$ cat src/rtl/sstf_pkg.sv
// shared types and constants for the shortest-seek-first disk scheduler
// no dependencies; imported by the scheduler top level
package sstf_pkg;

   // field widths of the request and response transactions
   localparam int TrackWidth = 16;
   localparam int SeekWidth  = 22;
   localparam int RspDataWidth = 56;

   // sequencer states
   typedef enum logic [1:0] {
      ST_LOAD,
      ST_SCAN,
      ST_PICK
   } state_type;

endpackage

$ cat src/rtl/sstf_ram.sv
// generic single-write, single-read ram with registered read data
// no dependencies; used for the request store of the scheduler
module sstf_ram #(
   parameter int WIDTH = 16,
   parameter int DEPTH = 32
) (
   input  logic                     clock,
   input  logic                     wr_en,
   input  logic [$clog2(DEPTH)-1:0] wr_addr,
   input  logic [WIDTH-1:0]         wr_data,
   input  logic [$clog2(DEPTH)-1:0] rd_addr,
   output logic [WIDTH-1:0]         rd_data
);

   logic [WIDTH-1:0] mem [DEPTH];
   logic [WIDTH-1:0] rd_data_ff;

   // write port and registered read port
   always_ff @(posedge clock) begin
      if (wr_en) begin
         mem[wr_addr] <= wr_data;
      end
      rd_data_ff <= mem[rd_addr];
   end

   assign rd_data = rd_data_ff;

endmodule

$ cat src/rtl/sstf_disk_scheduler.sv
// shortest-seek-time-first disk scheduler, top level
// depends on sstf_pkg and sstf_ram
//
// Requests are loaded one per transaction into a store of DEPTH entries; requests beyond
// DEPTH are dropped and flagged as overflow in every response of the batch.
// The request with tlast set starts service from csr start_head: the block then emits one
// response per stored request, nearest unserved track first, earliest loaded on a tie.
// Each pick rescans every stored request (plus any wait on rsp_tready), because one
// distance comparator walks the store through a single registered ram read port.
// req_tready is low during service.
// start_head may be written only while the block is idle.
module sstf_disk_scheduler #(
   parameter int DEPTH = 32
) (
   input  logic        clock,
   input  logic        reset,
   // request transaction
   input  logic        req_tvalid,
   output logic        req_tready,
   input  logic [15:0] req_tdata,   // [15:0] track
   input  logic        req_tlast,   // last request of the batch
   // response transaction
   output logic        rsp_tvalid,
   input  logic        rsp_tready,
   output logic [sstf_pkg::RspDataWidth-1:0] rsp_tdata, // [15:0] served_track,
                                                        // [31:16] move_distance,
                                                        // [53:32] total_seek
   output logic        rsp_tuser,   // [0] overflow
   output logic        rsp_tlast,   // last served request of the batch
   // start head register
   input  logic        csr_valid,
   output logic        csr_ready,
   input  logic [15:0] csr_data     // [15:0] start_head
);

   import sstf_pkg::*;

   localparam int AW = $clog2(DEPTH);
   localparam int CW = $clog2(DEPTH + 1);

   state_type             state_ff, state_in;
   logic [CW-1:0]         count_ff, count_in;
   logic                  overflow_ff, overflow_in;
   logic [TrackWidth-1:0] head_ff, head_in;
   logic [SeekWidth-1:0]  seek_ff, seek_in;
   logic [DEPTH-1:0]      served_ff, served_in;
   logic [CW-1:0]         picks_ff, picks_in;
   logic [CW-1:0]         addr_ff, addr_in;
   logic                  cmp_valid_ff, cmp_valid_in;
   logic                  cmp_last_ff, cmp_last_in;
   logic [AW-1:0]         cmp_idx_ff, cmp_idx_in;
   logic                  found_ff, found_in;
   logic [AW-1:0]         best_idx_ff, best_idx_in;
   logic [TrackWidth-1:0] best_dist_ff, best_dist_in;
   logic [TrackWidth-1:0] best_track_ff, best_track_in;
   logic [TrackWidth-1:0] start_head_ff, start_head_in;
   logic                  rsp_valid_ff, rsp_valid_in;
   logic [RspDataWidth-1:0] rsp_data_ff, rsp_data_in;
   logic                  rsp_user_ff, rsp_user_in;
   logic                  rsp_last_ff, rsp_last_in;

   logic                  wr_en;
   logic [AW-1:0]         rd_addr;
   logic [TrackWidth-1:0] rd_data;
   logic [TrackWidth:0]   diff;
   logic [TrackWidth-1:0] cand_dist;
   logic                  req_accept;
   logic                  pick_last;
   logic [SeekWidth-1:0]  seek_next;

   // request store
   sstf_ram #(
      .WIDTH (TrackWidth),
      .DEPTH (DEPTH)
   ) u_store (
      .clock   (clock),
      .wr_en   (wr_en),
      .wr_addr (count_ff[AW-1:0]),
      .wr_data (req_tdata),
      .rd_addr (rd_addr),
      .rd_data (rd_data)
   );

   // shared distance unit: |stored track - head|
   assign diff = {1'b0, rd_data} - {1'b0, head_ff};
   assign cand_dist = diff[TrackWidth] ? TrackWidth'(~diff[TrackWidth-1:0] + 1'b1)
                                       : diff[TrackWidth-1:0];

   assign req_tready = (state_ff == ST_LOAD);
   assign req_accept = req_tvalid && req_tready;
   assign wr_en      = req_accept && (count_ff < CW'(DEPTH));
   assign rd_addr    = addr_ff[AW-1:0];
   assign pick_last  = (picks_ff + CW'(1)) == count_ff;
   assign seek_next  = seek_ff + SeekWidth'(best_dist_ff);

   // state and datapath registers
   always_ff @(posedge clock) begin
      if (reset) begin
         state_ff      <= ST_LOAD;
         count_ff      <= '0;
         overflow_ff   <= 1'b0;
         head_ff       <= '0;
         seek_ff       <= '0;
         served_ff     <= '0;
         picks_ff      <= '0;
         cmp_valid_ff  <= 1'b0;
         start_head_ff <= '0;
         rsp_valid_ff  <= 1'b0;
      end else begin
         state_ff      <= state_in;
         count_ff      <= count_in;
         overflow_ff   <= overflow_in;
         head_ff       <= head_in;
         seek_ff       <= seek_in;
         served_ff     <= served_in;
         picks_ff      <= picks_in;
         cmp_valid_ff  <= cmp_valid_in;
         start_head_ff <= start_head_in;
         rsp_valid_ff  <= rsp_valid_in;
      end
      addr_ff       <= addr_in;
      cmp_last_ff   <= cmp_last_in;
      cmp_idx_ff    <= cmp_idx_in;
      found_ff      <= found_in;
      best_idx_ff   <= best_idx_in;
      best_dist_ff  <= best_dist_in;
      best_track_ff <= best_track_in;
      rsp_data_ff   <= rsp_data_in;
      rsp_user_ff   <= rsp_user_in;
      rsp_last_ff   <= rsp_last_in;
   end

   // sequencer: load, scan the store, emit the pick
   always_comb begin
      state_in      = state_ff;
      count_in      = count_ff;
      overflow_in   = overflow_ff;
      head_in       = head_ff;
      seek_in       = seek_ff;
      served_in     = served_ff;
      picks_in      = picks_ff;
      addr_in       = addr_ff;
      cmp_valid_in  = 1'b0;
      cmp_last_in   = cmp_last_ff;
      cmp_idx_in    = cmp_idx_ff;
      found_in      = found_ff;
      best_idx_in   = best_idx_ff;
      best_dist_in  = best_dist_ff;
      best_track_in = best_track_ff;
      start_head_in = start_head_ff;
      rsp_valid_in  = rsp_valid_ff && !rsp_tready;
      rsp_data_in   = rsp_data_ff;
      rsp_user_in   = rsp_user_ff;
      rsp_last_in   = rsp_last_ff;

      // start head register write
      if (csr_valid) begin
         start_head_in = csr_data;
      end

      case (state_ff)
         ST_LOAD: begin
            if (req_accept) begin
               if (count_ff < CW'(DEPTH)) begin
                  count_in = count_ff + CW'(1);
               end else begin
                  overflow_in = 1'b1;
               end
               if (req_tlast) begin
                  state_in  = ST_SCAN;
                  head_in   = start_head_ff;
                  seek_in   = '0;
                  served_in = '0;
                  picks_in  = '0;
                  addr_in   = '0;
                  found_in  = 1'b0;
               end
            end
         end
         ST_SCAN: begin
            // issue one store read per cycle
            if (addr_ff < count_ff) begin
               addr_in      = addr_ff + CW'(1);
               cmp_valid_in = 1'b1;
               cmp_last_in  = (addr_ff + CW'(1)) == count_ff;
               cmp_idx_in   = addr_ff[AW-1:0];
            end
            // compare returned entry against best so far
            if (cmp_valid_ff) begin
               if (!served_ff[cmp_idx_ff] && (!found_ff || cand_dist < best_dist_ff)) begin
                  found_in      = 1'b1;
                  best_idx_in   = cmp_idx_ff;
                  best_dist_in  = cand_dist;
                  best_track_in = rd_data;
               end
               if (cmp_last_ff) begin
                  state_in = ST_PICK;
               end
            end
         end
         ST_PICK: begin
            // hand the pick to the output register once it is free
            if (!rsp_valid_ff || rsp_tready) begin
               rsp_valid_in = 1'b1;
               rsp_data_in  = {2'b00, seek_next, best_dist_ff, best_track_ff};
               rsp_user_in  = overflow_ff;
               rsp_last_in  = pick_last;
               served_in[best_idx_ff] = 1'b1;
               head_in      = best_track_ff;
               seek_in      = seek_next;
               picks_in     = picks_ff + CW'(1);
               addr_in      = '0;
               found_in     = 1'b0;
               if (pick_last) begin
                  state_in    = ST_LOAD;
                  count_in    = '0;
                  overflow_in = 1'b0;
                  served_in   = '0;
                  picks_in    = '0;
               end else begin
                  state_in = ST_SCAN;
               end
            end
         end
         default: begin
            state_in = ST_LOAD;
         end
      endcase
   end

   assign csr_ready  = 1'b1;
   assign rsp_tvalid = rsp_valid_ff;
   assign rsp_tdata  = rsp_data_ff;
   assign rsp_tuser  = rsp_user_ff;
   assign rsp_tlast  = rsp_last_ff;

`ifndef SYNTHESIS
   // a new response only appears right after a pick
   a_rsp_from_pick: assert property (@(posedge clock) disable iff (reset)
      $rose(rsp_tvalid) |-> $past(state_ff == ST_PICK))
      else $error("response raised outside pick");

   // the store fill never passes its depth
   a_count_bound: assert property (@(posedge clock) disable iff (reset)
      count_ff <= CW'(DEPTH))
      else $error("request count beyond depth");

   // while scanning, some stored request is still unserved
   a_picks_bound: assert property (@(posedge clock) disable iff (reset)
      (state_ff == ST_SCAN) |-> (picks_ff < count_ff))
      else $error("scan with every request served");
`endif

endmodule
$ cat config.mk
export PLATFORM = sky130hd
export DESIGN_NAME = sstf_disk_scheduler
export DESIGN_NICKNAME = d
export VERILOG_FILES = /design/src/rtl/sstf_pkg.sv /design/src/rtl/sstf_ram.sv /design/src/rtl/sstf_disk_scheduler.sv
export SDC_FILE = /design/constraint.sdc
export NUM_CORES = 1
export LEC_CHECK = 0
export ABC_AREA = 1
export BUFFER_PORTS_ARGS = -buffer_cell sky130_fd_sc_hd__buf_2
export CORE_ASPECT_RATIO = 1.2
export CORE_MARGIN = 2
export CORE_UTILIZATION = 55
export DETAILED_ROUTE_END_ITERATION = 6
export GPL_TIMING_DRIVEN = 0
export PLACE_DENSITY = 0.72
export SLEW_MARGIN = 20
export SYNTH_ARGS = -nofsm -noshare
export SYNTH_HDL_FRONTEND = slang
export SYNTH_HIERARCHICAL = 1
export SYNTH_SLANG_ARGS = --single-unit
$ cat constraint.sdc
create_clock -name clock -period 13 [get_ports clock]
set_input_delay 2.6 -clock clock [delete_from_list [all_inputs] [get_ports clock]]
set_output_delay 2.6 -clock clock [all_outputs]
set_load 0.02 [all_outputs]
==> impl_metrics.json <==
{
  "pwr-share-clk_pct": 33.9,
  "path_max_fanout": 28,
  "busiest_layer": "met2",
  "grt_pass1_vias": 22440,
  "cts_buffer_depth": 3,
  "initial_core_util_pct": 55.83,
  "syn_area_per_cell_um2": 10.51,
  "die_h_um": 268.5,
  "fmax_mhz": 215.6,
  "post-place-ws_ns": 7.901,
  "p_int_uw": 4217,
  "clkTransAtPathRegs_ns": 0.06,
  "avgRoutedWirePerCell_um": 21.16,
  "comb_power_share_pct": 22.1,
  "fin_worst_skew_ns": 0.02423,
  "dp_hpwl_um": 60160,
  "p_sw_uw": 1856,
  "startpoint": "u_store/rd_data[0]",
  "grt_util_met2_pct": 49.33,
  "synth-seq-cells": 737,
  "synth_top_area_share_pct": 57.90,
  "power.density_mw_per_mm2": 167.1,
  "start_kind": "flop",
  "status": "finished, final reports clean",
  "gr-total-overflow": 0,
  "period_minus_slack_ns": 4.638,
  "drc_errors": 0,
  "multi_input_area_mm2": 0.009634,
  "h-tree-depth": 3,
  "core-area_mm2": 0.05742,
  "place_inst": 3914,
  "fin_tns_setup_ns": 0,
  "p_leak_uw": 0.01420,
  "cts_hold_buf": 0,
  "met1_usage_pct": 35.70,
  "synth_cell_types": 55,
  "dieArea_mm2": 0.06023,
  "antenna_found_initial": 0,
  "setup_slack_ns": 8.362,
  "yosys-top-cells-area": "edfxtp_1, nand2_1, dfxtp_1",
  "regToRegStartpoint": "u_store/rd_data[0]",
  "area_growth_pct": 13.37,
  "arrival_ns": 4.94,
  "yosysSeqAreaShare_pct": 65.33,
  "root_buffer": "clkbuf_16",
  "finalHoldViolations": 0,
  "tightest_slew_ns": 1.033,
  "setup_viol": 0,
  "routed_wl_um": 85640,
  "drt_iter0_drc": 2320,
  "io_buffer_count": 95,
  "ir_drop_mv": 0.1292,
  "finalMaxSlewViolations": 0,
  "slew_headroom_pct": 30.54,
  "placementRows": 96,
  "routed_via_density": 5.724,
  "drive_above_1_share_pct": 13.02,
  "clock-sinks": 737,
  "dieWidth_um": 224.4,
  "async_flop_share_pct": 0,
  "grt.total_usage_pct": 28.56,
  "via_count": 23170,
  "fin_crit_sh_pct": 35.68,
  "drv_cap": 0,
  "cts_buffers": 74,
  "timing.hold.ws_ns": 0.4441,
  "final.fill_count": 4544,
  "worstHoldStart": "cmp_idx_ff[1]",
  "grt_util_met3_pct": 3.999,
  "gp_congestion": 0.9473,
  "yosys.area.top_type": "edfxtp_1",
  "grt_pass1_wl_um": 128900,
  "io_pins": 99,
  "clk_latency_ns": 0.63,
  "seq_area_mm2": 0.02094,
  "rsz0062_at_grt": "no",
  "cp.required_ns": 13.31,
  "drtPass1Iterations": 5,
  "nNetsFinal": 3352,
  "synth_edf_count": 618,
  "synth_warnings": 6,
  "swShare_pct": 30.56,
  "ys.flop_type": "edfxtp_1",
  "crit_type": "flop to flop",
  "instances_no_fill": 4047,
  "ant_nets": 0,
  "cts_resized": 0,
  "syn_area_mm2": 0.03205,
  "finalPower_uw": 6073,
  "end_kind": "flop",
  "hold_class": "flop to flop",
  "cts_tree": "yes",
  "cts_setup_buffers": 0,
  "syn_inst": 3049,
  "grt_max_degree": 60,
  "seqPwrFrac_pct": 44.0
}
## worst paths after layout
kind	endpoint	slack, ns	cells after the start
max	best_dist_ff[9]	8.36	26
min reg2reg	best_idx_ff[1]	0.44	0
max reg2reg	best_dist_ff[9]	8.36	26
min	best_idx_ff[1]	0.44	0
## final cells by class
class / count / area share [%]
antenna: 1 / 0.006886
buffer: 142 / 2.579
clock buffer: 89 / 5.368
clock inverter: 43 / 1.050
inverter: 168 / 1.753
multi-input combinational: 2003 / 26.51
sequential: 737 / 57.62
tap: 735 / 2.531
timing repair buffer: 129 / 2.575
## layer usage
layer	share of wire (%)	up-vias
met4	4.4	0
met5	0	-
met3	7.6	205
met1	39	11090
met2	49	1030
li1	-	10850
## cells by family (layout without fill, tap and decap cells)
kind of cell	count (synthesis)	count (layout)	synth area share, %
adder cells (fa/ha/maj)	59	59	2.350
buffers and inverters	310	571	4.899
XOR/XNOR	39	39	1.089
AND/OR/NAND/NOR	1675	1675	22.13
other	2	4	0.02343
flip-flops	737	737	65.33
AO/OA/AOI/OAI	227	227	4.177
## power groups by stage
stage | registers (uW) | logic [uW] | clock network (uW)
finish | 2670 | 1340 | 2060
global route | 2680 | 1500 | 2170
CTS | 2670 | 1330 | 2080
detailed placement | 2720 | 1320 | 0
global placement | 2720 | 1290 | 0
floorplan | 2710 | 916 | 0
## Yosys cell counts, types with 13 or more instances
cell type / instances
nand2_1: 986
edfxtp_1: 618
nand3_1: 470
inv_1: 158
nor2_1: 145
dfxtp_1: 119
a21oi_1: 94
o21ai_0: 65
ha_1: 57
clkbuf_1: 40
buf_2: 37
buf_4: 33
xor2_1: 28
buf_6: 27
a31oi_1: 17
a21oi_2: 16
o211a_1: 14
nand4_1: 13
nor3_1: 13
## state kept, by name, indices dropped and copies added (netlist names), 2 cells and up
signal           cells
u_store/rd_data     16
count_ff             6
cmp_idx_ff           5
best_track_ff       16
picks_ff             6
start_head_ff       16
rsp_tdata           54
u_store/mem        512
served_ff           32
seek_ff             22
addr_ff              6
best_idx_ff          5
head_ff             16
best_dist_ff        16
state_ff             2
## worst max-delay path, cell delays in order (launching register included)
cell	delay (ns)
dfxtp_1	0.39
inv_1	0.07
ha_1	0.22
fa_1	0.39
inv_1	0.14
nand3_1	0.11
nand2_1	0.12
nand2_1	0.08
nand2_1	0.08
nand2_1	0.05
nand2_1	0.18
inv_2	0.07
nor3_4	0.23
nand2_1	0.12
nand2_1	0.08
nand3_1	0.07
nand2_1	0.11
inv_1	0.06
ha_1	0.30
a21oi_1	0.15
o21ai_0	0.10
a21oi_1	0.15
nand2_1	0.21
nand2_1	0.11
nand3b_1	0.13
nor2_4	0.33
buf_12	0.24
## through the flow
step / cell area (um2) / utilization [%]
final: 36340 / 63.29
after floorplan: 32060 / -
after global placement: 33450 / 58.26
after CTS: 36340 / 63.29
after detailed placement: 34000 / 59.22
after global routing: 36340 / 63.29
## cells in the final DEF, fill, tap and decap left out, types with 6 or more instances in the layout
| cell | count |
|---|---|
| buf_4 | 33 |
| o211a_1 | 14 |
| clkbuf_16 | 76 |
| a31oi_1 | 17 |
| xnor2_1 | 10 |
| a21oi_1 | 94 |
| nand4_1 | 13 |
| inv_1 | 158 |
| edfxtp_1 | 618 |
| nor2_1 | 112 |
| or2_2 | 12 |
| xor2_1 | 28 |
| a21oi_2 | 16 |
| dfxtp_1 | 119 |
| clkinv_1 | 12 |
| inv_2 | 7 |
| clkbuf_1 | 52 |
| buf_6 | 45 |
| nor2_2 | 40 |
| nand3_1 | 470 |
| buf_2 | 132 |
| buf_8 | 15 |
| nor3_1 | 13 |
| o21ai_0 | 65 |
| clkinv_2 | 11 |
| clkinvlp_4 | 8 |
| nand2_1 | 986 |
| ha_1 | 57 |
| nand3b_1 | 6 |
Note: power is estimated with default switching activity, not from simulation.
